===== src/hw/rtl/cpr_pkg.sv =====
// Shared constants for the clock page replacement block.
`default_nettype none

package cpr_pkg;

    localparam int FRAMES_DEFAULT    = 16;
    localparam int PAGE_BITS_DEFAULT = 16;

    localparam int CFG_W       = 5;
    localparam int FRAME_OUT_W = 4;
    localparam int FAULT_W     = 32;

    localparam logic [CFG_W-1:0]   FRAMES_IN_USE_RESET = CFG_W'(16);
    localparam logic [FAULT_W-1:0] FAULT_MAX           = '1;

    // page queue between the front and back parts
    localparam int QUEUE_DEPTH = 2;
    localparam int QPTR_W      = $clog2(QUEUE_DEPTH);
    localparam int QCNT_W      = $clog2(QUEUE_DEPTH + 1);

endpackage

`default_nettype wire


===== src/hw/rtl/cpr_if.sv =====
// Handshake channels of the clock page replacement block.
`default_nettype none

interface page_if
    import cpr_pkg::*;
#(
    parameter int PAGE_BITS = PAGE_BITS_DEFAULT
);
    logic                 valid;
    logic                 ready;
    logic [PAGE_BITS-1:0] page;

    modport source (output valid, output page, input ready);
    modport sink   (input valid, input page, output ready);
endinterface

interface result_if
    import cpr_pkg::*;
#(
    parameter int PAGE_BITS = PAGE_BITS_DEFAULT
);
    logic                   valid;
    logic                   ready;
    logic                   hit;
    logic [FRAME_OUT_W-1:0] frame;
    logic                   evicted_valid;
    logic [PAGE_BITS-1:0]   evicted_page;
    logic [FAULT_W-1:0]     fault_count;

    modport source (output valid, output hit, output frame, output evicted_valid,
                    output evicted_page, output fault_count, input ready);
    modport sink   (input valid, input hit, input frame, input evicted_valid,
                    input evicted_page, input fault_count, output ready);
endinterface

interface cfg_if
    import cpr_pkg::*;
();
    logic             valid;
    logic             ready;
    logic [CFG_W-1:0] frames_in_use;

    modport source (output valid, output frames_in_use, input ready);
    modport sink   (input valid, input frames_in_use, output ready);
endinterface

`default_nettype wire


===== src/hw/rtl/clock_page_replacement.sv =====
// Clock (second chance) page replacement unit, top level.
// One page reference per req word gives one rsp word. A hit or the fill of an empty
// frame passes queue pop, then tag match and result register in the back engine;
// an eviction adds a sweep in which the hand clears set reference bits on its way,
// one frame per cycle, until it takes a victim. A two-word queue in front takes new
// references while the engine works, and the result register holds a word until the
// sink takes it. frames_in_use is to be written on cfg only while idle; the block
// itself does not enforce it. 0 acts as 1, values above FRAMES act as FRAMES. Frame
// page tags are not cleared at reset, no clearing pass is needed.
`default_nettype none

module clock_page_replacement
    import cpr_pkg::*;
#(
    parameter int FRAMES    = FRAMES_DEFAULT,
    parameter int PAGE_BITS = PAGE_BITS_DEFAULT
)
(
    input  wire logic clk,
    input  wire logic rst_n,
    page_if.sink      req,
    result_if.source  rsp,
    cfg_if.sink       cfg
);

    logic [CFG_W-1:0]     frames_in_use_reg;
    logic                 q_valid;
    logic [PAGE_BITS-1:0] q_page;
    logic                 q_pop;

    assign cfg.ready = 1'b1;

    always_ff @(posedge clk or negedge rst_n)
    begin
        if (!rst_n)
        begin
            frames_in_use_reg <= FRAMES_IN_USE_RESET;
        end
        else if (cfg.valid && cfg.ready)
        begin
            frames_in_use_reg <= cfg.frames_in_use;
        end
    end

    cpr_front #(
        .PAGE_BITS (PAGE_BITS)
    ) u_front (
        .clk     (clk),
        .rst_n   (rst_n),
        .req     (req),
        .q_valid (q_valid),
        .q_page  (q_page),
        .q_pop   (q_pop)
    );

    cpr_back #(
        .FRAMES    (FRAMES),
        .PAGE_BITS (PAGE_BITS)
    ) u_back (
        .clk           (clk),
        .rst_n         (rst_n),
        .frames_in_use (frames_in_use_reg),
        .q_valid       (q_valid),
        .q_page        (q_page),
        .q_pop         (q_pop),
        .rsp           (rsp)
    );

endmodule

`default_nettype wire


===== src/hw/rtl/cpr_front.sv =====
// Front part: accepts page references into a short queue for the back part.
`default_nettype none

module cpr_front
    import cpr_pkg::*;
#(
    parameter int PAGE_BITS = PAGE_BITS_DEFAULT
)
(
    input  wire logic                 clk,
    input  wire logic                 rst_n,
    page_if.sink                      req,
    output logic                      q_valid,
    output logic [PAGE_BITS-1:0]      q_page,
    input  wire logic                 q_pop
);

    logic [PAGE_BITS-1:0] slot_reg [QUEUE_DEPTH];
    logic [QPTR_W-1:0]    wr_ptr_reg;
    logic [QPTR_W-1:0]    rd_ptr_reg;
    logic [QCNT_W-1:0]    count_reg;
    logic [QCNT_W-1:0]    count_next;
    logic                 push;
    logic                 pop;

    assign req.ready = (count_reg != QCNT_W'(QUEUE_DEPTH));
    assign push      = req.valid && req.ready;
    assign q_valid   = (count_reg != '0);
    assign pop       = q_pop && q_valid;
    assign q_page    = slot_reg[rd_ptr_reg];

    always_comb
    begin
        count_next = count_reg;
        if (push && !pop)
        begin
            count_next = count_reg + QCNT_W'(1);
        end
        else if (pop && !push)
        begin
            count_next = count_reg - QCNT_W'(1);
        end
    end

    always_ff @(posedge clk or negedge rst_n)
    begin
        if (!rst_n)
        begin
            wr_ptr_reg <= '0;
            rd_ptr_reg <= '0;
            count_reg  <= '0;
        end
        else
        begin
            count_reg <= count_next;
            if (push)
            begin
                wr_ptr_reg <= wr_ptr_reg + QPTR_W'(1);
            end
            if (pop)
            begin
                rd_ptr_reg <= rd_ptr_reg + QPTR_W'(1);
            end
        end
    end

    always_ff @(posedge clk)
    begin
        if (push)
        begin
            slot_reg[wr_ptr_reg] <= req.page;
        end
    end

endmodule

`default_nettype wire


===== src/hw/rtl/cpr_back.sv =====
// Back part: tag match, fill, clock sweep and the registered result word.
`default_nettype none

module cpr_back
    import cpr_pkg::*;
#(
    parameter int FRAMES    = FRAMES_DEFAULT,
    parameter int PAGE_BITS = PAGE_BITS_DEFAULT
)
(
    input  wire logic                 clk,
    input  wire logic                 rst_n,
    input  wire logic [CFG_W-1:0]     frames_in_use,
    input  wire logic                 q_valid,
    input  wire logic [PAGE_BITS-1:0] q_page,
    output logic                      q_pop,
    result_if.source                  rsp
);

    localparam int IDX_W = (FRAMES > 1) ? $clog2(FRAMES) : 1;
    localparam int CW    = $clog2(FRAMES + 1);
    localparam int N_W   = (CW > CFG_W) ? CW : CFG_W;

    typedef enum logic [1:0] {S_IDLE, S_MATCH, S_SWEEP} state_t;

    state_t               state_reg;
    logic [PAGE_BITS-1:0] page_reg;
    logic [IDX_W-1:0]     hand_reg;
    logic [FAULT_W-1:0]   faults_reg;
    logic [FRAMES-1:0]    valid_reg;
    logic [FRAMES-1:0]    ref_reg;
    logic [PAGE_BITS-1:0] page_mem [FRAMES];

    logic                   out_valid_reg;
    logic                   out_hit_reg;
    logic [FRAME_OUT_W-1:0] out_frame_reg;
    logic                   out_ev_valid_reg;
    logic [PAGE_BITS-1:0]   out_ev_page_reg;
    logic [FAULT_W-1:0]     out_faults_reg;

    logic [N_W-1:0]     cfg_ext;
    logic [N_W-1:0]     n_eff;
    logic [FRAMES-1:0]  in_range;
    logic [FRAMES-1:0]  match_vec;
    logic [FRAMES-1:0]  empty_vec;
    logic [IDX_W-1:0]   hit_idx;
    logic [IDX_W-1:0]   empty_idx;
    logic [IDX_W-1:0]   hand_start;
    logic [FAULT_W-1:0] fault_sat;
    logic               start;
    logic               mem_we;
    logic [IDX_W-1:0]   mem_waddr;

    function automatic logic [IDX_W-1:0] lowest_set(input logic [FRAMES-1:0] v);
        logic [IDX_W-1:0] r;
        r = '0;
        for (int i = FRAMES - 1; i >= 0; i--)
        begin
            if (v[i])
            begin
                r = IDX_W'(i);
            end
        end
        return r;
    endfunction

    function automatic logic [IDX_W-1:0] next_idx(input logic [IDX_W-1:0] i,
                                                  input logic [N_W-1:0]   n);
        logic [IDX_W-1:0] r;
        if (N_W'(i) + N_W'(1) >= n)
        begin
            r = '0;
        end
        else
        begin
            r = i + IDX_W'(1);
        end
        return r;
    endfunction

    function automatic logic [FRAME_OUT_W-1:0] to_frame(input logic [IDX_W-1:0] i);
        logic [FRAME_OUT_W+IDX_W-1:0] w;
        w = {{FRAME_OUT_W{1'b0}}, i};
        return w[FRAME_OUT_W-1:0];
    endfunction

    // zero counts as one frame, anything above the built count as the built count
    assign cfg_ext = N_W'(frames_in_use);

    always_comb
    begin
        if (cfg_ext == '0)
        begin
            n_eff = N_W'(1);
        end
        else if (cfg_ext > N_W'(FRAMES))
        begin
            n_eff = N_W'(FRAMES);
        end
        else
        begin
            n_eff = cfg_ext;
        end
    end

    for (genvar g = 0; g < FRAMES; g++)
    begin : g_lane
        assign in_range[g]  = (N_W'(g) < n_eff);
        assign match_vec[g] = valid_reg[g] && in_range[g] && (page_mem[g] == page_reg);
        assign empty_vec[g] = !valid_reg[g] && in_range[g];
    end

    assign hit_idx    = lowest_set(match_vec);
    assign empty_idx  = lowest_set(empty_vec);
    assign hand_start = (N_W'(hand_reg) >= n_eff) ? '0 : hand_reg;
    assign fault_sat  = (faults_reg == FAULT_MAX) ? faults_reg : faults_reg + FAULT_W'(1);

    assign start = (state_reg == S_IDLE) && q_valid && (!out_valid_reg || rsp.ready);
    assign q_pop = start;

    assign mem_we = ((state_reg == S_MATCH) && !(|match_vec) && (|empty_vec))
                 || ((state_reg == S_SWEEP) && !ref_reg[hand_reg]);
    assign mem_waddr = (state_reg == S_MATCH) ? empty_idx : hand_reg;

    assign rsp.valid         = out_valid_reg;
    assign rsp.hit           = out_hit_reg;
    assign rsp.frame         = out_frame_reg;
    assign rsp.evicted_valid = out_ev_valid_reg;
    assign rsp.evicted_page  = out_ev_page_reg;
    assign rsp.fault_count   = out_faults_reg;

    always_ff @(posedge clk or negedge rst_n)
    begin
        if (!rst_n)
        begin
            state_reg        <= S_IDLE;
            page_reg         <= '0;
            hand_reg         <= '0;
            faults_reg       <= '0;
            valid_reg        <= '0;
            ref_reg          <= '0;
            out_valid_reg    <= 1'b0;
            out_hit_reg      <= 1'b0;
            out_frame_reg    <= '0;
            out_ev_valid_reg <= 1'b0;
            out_ev_page_reg  <= '0;
            out_faults_reg   <= '0;
        end
        else
        begin
            if (rsp.valid && rsp.ready)
            begin
                out_valid_reg <= 1'b0;
            end
            unique case (state_reg)
                S_IDLE:
                begin
                    if (start)
                    begin
                        page_reg  <= q_page;
                        hand_reg  <= hand_start;
                        state_reg <= S_MATCH;
                    end
                end
                S_MATCH:
                begin
                    if (|match_vec)
                    begin
                        ref_reg[hit_idx] <= 1'b1;
                        out_valid_reg    <= 1'b1;
                        out_hit_reg      <= 1'b1;
                        out_frame_reg    <= to_frame(hit_idx);
                        out_ev_valid_reg <= 1'b0;
                        out_ev_page_reg  <= '0;
                        out_faults_reg   <= faults_reg;
                        state_reg        <= S_IDLE;
                    end
                    else
                    begin
                        faults_reg <= fault_sat;
                        if (|empty_vec)
                        begin
                            valid_reg[empty_idx] <= 1'b1;
                            ref_reg[empty_idx]   <= 1'b0;
                            hand_reg             <= next_idx(empty_idx, n_eff);
                            out_valid_reg        <= 1'b1;
                            out_hit_reg          <= 1'b0;
                            out_frame_reg        <= to_frame(empty_idx);
                            out_ev_valid_reg     <= 1'b0;
                            out_ev_page_reg      <= '0;
                            out_faults_reg       <= fault_sat;
                            state_reg            <= S_IDLE;
                        end
                        else
                        begin
                            state_reg <= S_SWEEP;
                        end
                    end
                end
                S_SWEEP:
                begin
                    // one frame per cycle: clear and skip, or take it as victim
                    hand_reg <= next_idx(hand_reg, n_eff);
                    if (ref_reg[hand_reg])
                    begin
                        ref_reg[hand_reg] <= 1'b0;
                    end
                    else
                    begin
                        out_valid_reg    <= 1'b1;
                        out_hit_reg      <= 1'b0;
                        out_frame_reg    <= to_frame(hand_reg);
                        out_ev_valid_reg <= 1'b1;
                        out_ev_page_reg  <= page_mem[hand_reg];
                        out_faults_reg   <= faults_reg;
                        state_reg        <= S_IDLE;
                    end
                end
                default:
                begin
                    state_reg <= S_IDLE;
                end
            endcase
        end
    end

    always_ff @(posedge clk)
    begin
        if (mem_we)
        begin
            page_mem[mem_waddr] <= page_reg;
        end
    end

endmodule

`default_nettype wire


===== src/flat_wrapper.sv =====
// flat-port wrapper written by rule: the top's interface ports become plain ports
module clock_page_replacement_flat import cpr_pkg::*;
#(
    parameter int FRAMES    = FRAMES_DEFAULT,
    parameter int PAGE_BITS = PAGE_BITS_DEFAULT
)
  (clk, rst_n, req_valid, req_page, req_ready, rsp_valid, rsp_hit, rsp_frame, rsp_evicted_valid, rsp_evicted_page, rsp_fault_count, rsp_ready, cfg_valid, cfg_frames_in_use, cfg_ready);
  page_if #(.PAGE_BITS(PAGE_BITS)) req_i ();
  result_if #(.PAGE_BITS(PAGE_BITS)) rsp_i ();
  cfg_if cfg_i ();
  input  wire logic clk;
  input  wire logic rst_n;
  input wire logic [$bits(req_i.valid)-1:0] req_valid;
  input wire logic [$bits(req_i.page)-1:0] req_page;
  output wire logic [$bits(req_i.ready)-1:0] req_ready;
  output wire logic [$bits(rsp_i.valid)-1:0] rsp_valid;
  output wire logic [$bits(rsp_i.hit)-1:0] rsp_hit;
  output wire logic [$bits(rsp_i.frame)-1:0] rsp_frame;
  output wire logic [$bits(rsp_i.evicted_valid)-1:0] rsp_evicted_valid;
  output wire logic [$bits(rsp_i.evicted_page)-1:0] rsp_evicted_page;
  output wire logic [$bits(rsp_i.fault_count)-1:0] rsp_fault_count;
  input wire logic [$bits(rsp_i.ready)-1:0] rsp_ready;
  input wire logic [$bits(cfg_i.valid)-1:0] cfg_valid;
  input wire logic [$bits(cfg_i.frames_in_use)-1:0] cfg_frames_in_use;
  output wire logic [$bits(cfg_i.ready)-1:0] cfg_ready;
  assign req_i.valid = req_valid;
  assign req_i.page = req_page;
  assign req_ready = req_i.ready;
  assign rsp_valid = rsp_i.valid;
  assign rsp_hit = rsp_i.hit;
  assign rsp_frame = rsp_i.frame;
  assign rsp_evicted_valid = rsp_i.evicted_valid;
  assign rsp_evicted_page = rsp_i.evicted_page;
  assign rsp_fault_count = rsp_i.fault_count;
  assign rsp_i.ready = rsp_ready;
  assign cfg_i.valid = cfg_valid;
  assign cfg_i.frames_in_use = cfg_frames_in_use;
  assign cfg_ready = cfg_i.ready;
  clock_page_replacement #(.FRAMES(FRAMES), .PAGE_BITS(PAGE_BITS)) u_core (.clk(clk), .rst_n(rst_n), .req(req_i), .rsp(rsp_i), .cfg(cfg_i));
endmodule

===== config.mk =====
export PLATFORM = sky130hd
export DESIGN_NAME = clock_page_replacement_flat
export DESIGN_NICKNAME = d
export VERILOG_FILES = /design/src/hw/rtl/cpr_pkg.sv /design/src/hw/rtl/cpr_if.sv /design/src/hw/rtl/clock_page_replacement.sv /design/src/hw/rtl/cpr_front.sv /design/src/hw/rtl/cpr_back.sv /design/src/flat_wrapper.sv
export SDC_FILE = /design/constraint.sdc
export NUM_CORES = 1
export LEC_CHECK = 0
export BUFFER_PORTS_ARGS = -buffer_cell sky130_fd_sc_hd__buf_4
export CAP_MARGIN = 20
export CORE_AREA = 2 2 208 210
export DETAILED_ROUTE_END_ITERATION = 8
export DIE_AREA = 0 0 210 212
export GPL_TIMING_DRIVEN = 0
export PLACE_DENSITY_LB_ADDON = 0.2
export SYNTH_ARGS = -nofsm -noshare
export SYNTH_HDL_FRONTEND = slang
export SYNTH_SLANG_ARGS = --single-unit

===== constraint.sdc =====
create_clock -name clk -period 4 [get_ports clk]
set_clock_uncertainty 0.05 [all_clocks]
set_input_delay 0.4 -clock clk [delete_from_list [all_inputs] [get_ports clk]]
set_output_delay 0.4 -clock clk [all_outputs]
set_load 0.005 [all_outputs]

# Yosys cells after proc, flatten, opt, wreduce, memory -nomap -nowiden
# Memories as Yosys holds them, arrays and structs flattened. A register that Yosys moved wholly into a read port is not among the register bits.
# Cells that the tools add are included.
[op_classes] div_mod_pow=0 magnitude_cmp=26 add_sub_neg=9 muxes=90 n_reduce_logical=100 eq_ne=27 n_mul=0 shifts=0 n_bitwise=7
[ops] cell="16-bit == test" n=16
[ops] cell="4-bit two-way mux" n=42
[ops] cell="32-bit two-way mux" n=4
[ops] cell="16-bit two-way mux" n=6
[ops] cell="16-bit case mux with 2 select lines" n=2
[ops] cell="32-bit case mux with 2 select lines" n=1
[ops] cell="1-bit logical AND" n=61
[ops] cell="4-bit by 5-bit < comparator with 1-bit output, first input constant" n=8
[ops] cell="32-bit by 1-bit adder with 32-bit output, second input constant" n=1
[ops] cell="16-bit AND" n=2
[ops] cell="32-bit == test, second input constant" n=1
[ops] cell="16-bit NOT" n=2
[ops] cell="16-bit bitwise OR" n=2
[ops] cell="16-bit OR reduction" n=2
[ops] cell="1-bit logical NOT" n=22
[ops] cell="3-bit by 5-bit < comparator with 1-bit output, first input constant" n=4
[ops] cell="1-bit two-way mux" n=17
[ops] cell="4-bit by 5-bit < comparator with 1-bit output, second input constant" n=3
[ops] cell="1-bit demux with 4-bit select" n=3
[ops] cell="4-bit by 1-bit greater-or-equal comparator with 1-bit output, second input constant" n=3
[ops] cell="2-bit two-way mux" n=6
[ops] cell="4-bit case mux with 3 select lines" n=1
[ops] cell="4-bit by 1-bit adder with 5-bit output, second input constant" n=2
[ops] cell="5-bit greater-or-equal comparator" n=2
[ops] cell="other kinds (27)" n=46
[word_totals] ram_bits=288 register_bits=134 out_inout_bits=57 latch_bits=0 mem_count=2 romBits=0
[mem_list] name="u_core.u_back.page_mem" words=16 width=16 rd=17 rd_ports_with_merged_regs=0 wr=1 line_no="cpr_back.sv:32" rtl="logic [PAGE_BITS-1:0] page_mem [FRAMES];"
[mem_list] name="u_core.u_front.slot_reg" words=2 width=16 rd=1 rd_ports_with_merged_regs=1 wr=1 line_no="cpr_front.sv:18" rtl="logic [PAGE_BITS-1:0] slot_reg [QUEUE_DEPTH];"

# Longest topological paths before layout
[logic_depth] word_depth=30 depth_mapped=20 depth_no_buf=18

# Modules after synthesis
# Synthesis repeated with hierarchy kept, for this count alone.
[unflattened] cells_unflattened=1770 area_unflattened_um2=22898.2
[modules_own_cells] module="cpr_back" seq_area_each_um2=11215.8 area_each_um2=21301.7 cells_each=1690 n_inst=1
[modules_own_cells] module="cpr_front" seq_area_each_um2=1061.0 area_each_um2=1402.6 cells_each=68 n_inst=1
[modules_own_cells] module="clock_page_replacement" seq_area_each_um2=126.4 area_each_um2=193.9 cells_each=12 n_inst=1

# Least setup slack after synthesis
# OpenSTA, ideal clock, no wires.
[synth_timing] path_type="reg-to-reg" from="reg u_core.u_back.page_reg[15], read port of u_core.u_front.slot_reg" to="mem u_core.u_back.page_mem[11][0] (netlist bit) (enable)" t_arrival_ns=3.709 stages_incl_launch_ff=12 synth_period_minus_slack_ns=4.168 slack_ns=-0.168 required_ns=3.541 n_path_buf=2 path_cell_list="dfrtp_1 buf_2 buf_4 xor2_1 nor4_1 nand3_1 nor4_1 nor4_1 nand4_1 nor3_1 o21ai_1 nor3_1"
[synth_between] elab_chain_cells=9 word_cells_on_any_way=39 classes_between="eq/ne: 16; mux: 2; reduce/logical: 21"
[synth_lines] element="start: declaration" line_no="cpr_back.sv:27" rtl="logic [PAGE_BITS-1:0] page_reg;"
[synth_lines] element="16-bit == test" line_no="cpr_back.sv:109" rtl="assign match_vec[g] = valid_reg[g] && in_range[g] && (page_mem[g] == page_reg);"
[synth_lines] element="1-bit logical AND" line_no="cpr_back.sv:109"
[synth_lines] element="16-bit OR reduction (*)" line_no="cpr_back.sv:121" rtl="assign mem_we = ((state_reg == S_MATCH) && !(|match_vec) && (|empty_vec))"
[synth_lines] element="1-bit logical NOT (*)" line_no="cpr_back.sv:121"
[synth_lines] element="1-bit logical AND (*) (2 in a row)" line_no="cpr_back.sv:121"
[synth_lines] element="1-bit logical OR (*)" line_no="cpr_back.sv:122" rtl="|| ((state_reg == S_SWEEP) && !ref_reg[hand_reg]);"
[synth_lines] element="1-bit two-way mux (*)" line_no="cpr_back.sv:229" rtl="if (mem_we)"
[synth_lines] element="1-bit two-way mux (not written as such) (*)" line_no="cpr_back.sv:231" rtl="page_mem[mem_waddr] <= page_reg;"
[synth_lines] element="end: declaration" line_no="cpr_back.sv:32"
# Every way passes the cells marked *; elsewhere a longest branch is shown, timed or not.

# Final worst setup path
[layout_timing] from="reg u_core.u_back.page_reg[9], read port of u_core.u_front.slot_reg" to="mem u_core.u_back.page_mem[1][12] (netlist bit) (enable)"
# Same word-level chain as after synthesis.

==> impl_metrics.json <==
{
  "status": "finished clean",
  "final_hold_viol_count": 0,
  "synth_ff_type": "edfxtp_1",
  "globalRouteOverflowTotal": 0,
  "grt_pass1_vias": 16786,
  "grtUsageTotal": 0.352,
  "hpwl_um": 56600,
  "hp-class": "in2reg",
  "numClockSinks": 438,
  "fp.dieW_um": 210,
  "cts_tree": "yes",
  "die_h_um": 212,
  "coreArea_um2": 42500,
  "cts_root_buffer": "clkbuf_16",
  "drive_gt1_frac": 0.229,
  "maxCapViolCount": 0,
  "core.rowCount": 76,
  "whs_ps": 99.8,
  "largest_register_ffs": 256,
  "busiest_layer": "met2",
  "power_density_nw_per_um2": 809,
  "syn_to_final_growth_pct": 18.7,
  "nFillCells": 3268,
  "period_share": 0.993,
  "synth_largest_area_cell": "edfxtp_1",
  "use_met2": 0.549,
  "viasPerCell": 6.49,
  "synth_edf_count": 288,
  "ff_latch_area_um2": 12500,
  "p_leak_nw": 10.1,
  "yosysTopAreaCellShare": 0.375,
  "firstDrtPassIters": 6,
  "port_buffers": 81,
  "synth.distinct_cells": 87,
  "async_flop_share": 0.342,
  "grt_pass1_wl_um": 112000,
  "critPathSlowestCell": "dfrtp_4",
  "fin_crit_ps": 3970,
  "synth_fp_nets": 1893,
  "power_w": 0.0221,
  "ir_drop_v": 0.000428,
  "multi_input_area_um2": 10400,
  "cp_max_fo": 16,
  "drt.antenna.violating_nets": 0,
  "slew_headroom": 0.323,
  "critPathLaunchType": "register",
  "grt_max_degree": 84,
  "routabilityCongestion": 1.02,
  "synth.most_common_cell": "edfxtp_1",
  "wl_per_cell_um": 29.4,
  "layout.nets": 2106,
  "cts_buffer_depth": 3,
  "cts_buffers": 48,
  "clk_transition_reported_paths_ps": 60,
  "required_ps": 4190,
  "path_class": "reg2reg",
  "antenna_found_initial": 3,
  "tns_ps": 0,
  "slew_violations": 0,
  "synth-seq-area-share": 0.538,
  "clkLatencyLatePin_ps": 620,
  "cts_max_level": 2,
  "syn-instance-count": 1839,
  "max_stage_delay_ps": 470,
  "wirelength_um": 77600,
  "cp_cell_sequence": "buf_4 -> buf_4 -> xor2_1 -> nor4_1 -> nor4b_1 -> a2111oi_1 -> buf_2 -> nand4_1 -> nor3_4 -> o21ai_4 -> buf_4 -> nor2_4",
  "synth.top_cells.by_count": "288 x edfxtp_1, 166 x nand2_1, 165 x xor2_1, 157 x xnor2_1, 149 x dfrtp_1",
  "top_register": "u_core.u_back.page_mem",
  "first_iter_violations": 2291,
  "worstPathArrival_ps": 4160,
  "fmax_ghz": 0.252,
  "endpoint_kind": "register",
  "ios": 83,
  "synth.avg_cell_area_um2": 12.5,
  "start_util": 0.542,
  "tightest_slew_ps": 1010,
  "cp_top_family": "simple AND/OR/NAND/NOR gates",
  "syn_area_um2": 23100,
  "dieArea_um2": 44500,
  "grtUsageMet1": 0.467,
  "grtUsageMet3": 0.0724,
  "drc": 0,
  "num_vias": 17114,
  "ys_warn_count": 0,
  "synth.area.top_cells": "edfxtp_1 38%, dfrtp_1 16%, mux4_2 8.3%",
  "path_buf_inv": 4,
  "critPathMostFrequentCell": "buf_4",
  "setup_viol": 0,
  "synth-seq-cells": 438
}
==> power by group <==
part	switching, W	internal, W	total, W
clock network	0.00190	0.00257	0.00447
registers	0.000976	0.00622	0.00720
logic	0.00666	0.00381	0.0105
total	0.00954	0.0126	0.0221
==> worst min-delay path, cell delays in order <==
cell	delay [ps]
buf_4	110
nand2_1	120
xnor2_1	90
==> placed cells by master, fill, tap and decap left out, drive strengths merged, types with 6 or more instances in the layout <==
cell / synthesis / final
edfxtp: 288 / 288
buf: 60 / 202
nand2: 166 / 166
xor2: 165 / 165
xnor2: 161 / 161
dfrtp: 149 / 149
clkbuf: 46 / 104
o21ai: 98 / 98
mux4: 85 / 85
nor4: 70 / 70
nor2: 59 / 59
nor3: 58 / 58
nand3: 51 / 51
nand4: 48 / 48
inv: 42 / 43
ha: 28 / 28
mux2i: 26 / 26
dlygate4sd3: 0 / 23
a21oi: 21 / 21
clkinv: 1 / 21
a31o: 17 / 17
nand2b: 14 / 14
and3: 13 / 13
and4: 13 / 13
a21o: 12 / 12
nor4b: 11 / 11
o31ai: 10 / 10
and2: 9 / 9
nand3b: 7 / 7
or3: 7 / 7
a32oi: 7 / 7
o2bb2ai: 7 / 7
or3b: 6 / 6
a211oi: 6 / 6
==> stage by stage <==
step                std cells  cell area [um^2]  utilization  worst slack [ps]
finish                   2638             27400        0.644              27.7
detailed placement       2486             24700        0.581             -1680
CTS                      2614             27000        0.635              3.63
global placement         2466             24400        0.573             -3450
global route             2637             27400        0.644             -66.9
floorplan                1839             23100            -              -168
==> timing repair <==
item,4_1_cts,5_1_grt
setup buffers,20,23
hold endpoints to repair,133,0
resized for setup,103,46
endpoints found under the setup margin,379,267
hold buffers,23,0
pin swaps,13,15
==> final timing paths <==
path	from	end	slack, ps	depth (start not counted)
worst max-delay path	u_core.u_back.page_reg[9]	u_core.u_back.page_mem[1][12]	30	12
worst min-delay path	req_valid	u_core.u_front.wr_ptr_reg	100	3
worst max register to register	u_core.u_back.page_reg[9]	u_core.u_back.page_mem[1][12]	30	12
worst min register to register	u_core.u_back.rsp.evicted_valid	u_core.u_back.rsp.evicted_valid	430	2
max in group asynchronous	rst_n	u_core.u_back.page_reg[10]	2760	4
min in group asynchronous	rst_n	u_core.u_back.valid_reg[9]	120	2
==> cells by family after synthesis <==
group	after synthesis	synth area share
xor+xnor	326	0.125
simple gates	560	0.129
mux	116	0.0969
fa+ha+maj	28	0.0152
other cells	1	0.000163
flops	438	0.538
buf+inv	149	0.0319
compound gates	221	0.0634
==> per-layer routing <==
metal  vias to the layer above  part of all wire  routed length (um)
met5                         -                 0                   0
met4                         0             0.066                5090
met3                       278              0.11                8150
met2                      1079              0.45               34800
met1                      8488              0.38               29500
li1                       7269                 -                   -
==> layout make-up <==
class,count,share of cell area
multi-input combinational,1252,0.379
clock buffer,60,0.0459
timing repair buffer,167,0.0533
tap,546,0.0250
buffer,102,0.0241
inverter,43,0.00603
antenna,1,0.0000914
clock inverter,29,0.0112
sequential,438,0.455
Power figures use the tool's default switching activity.
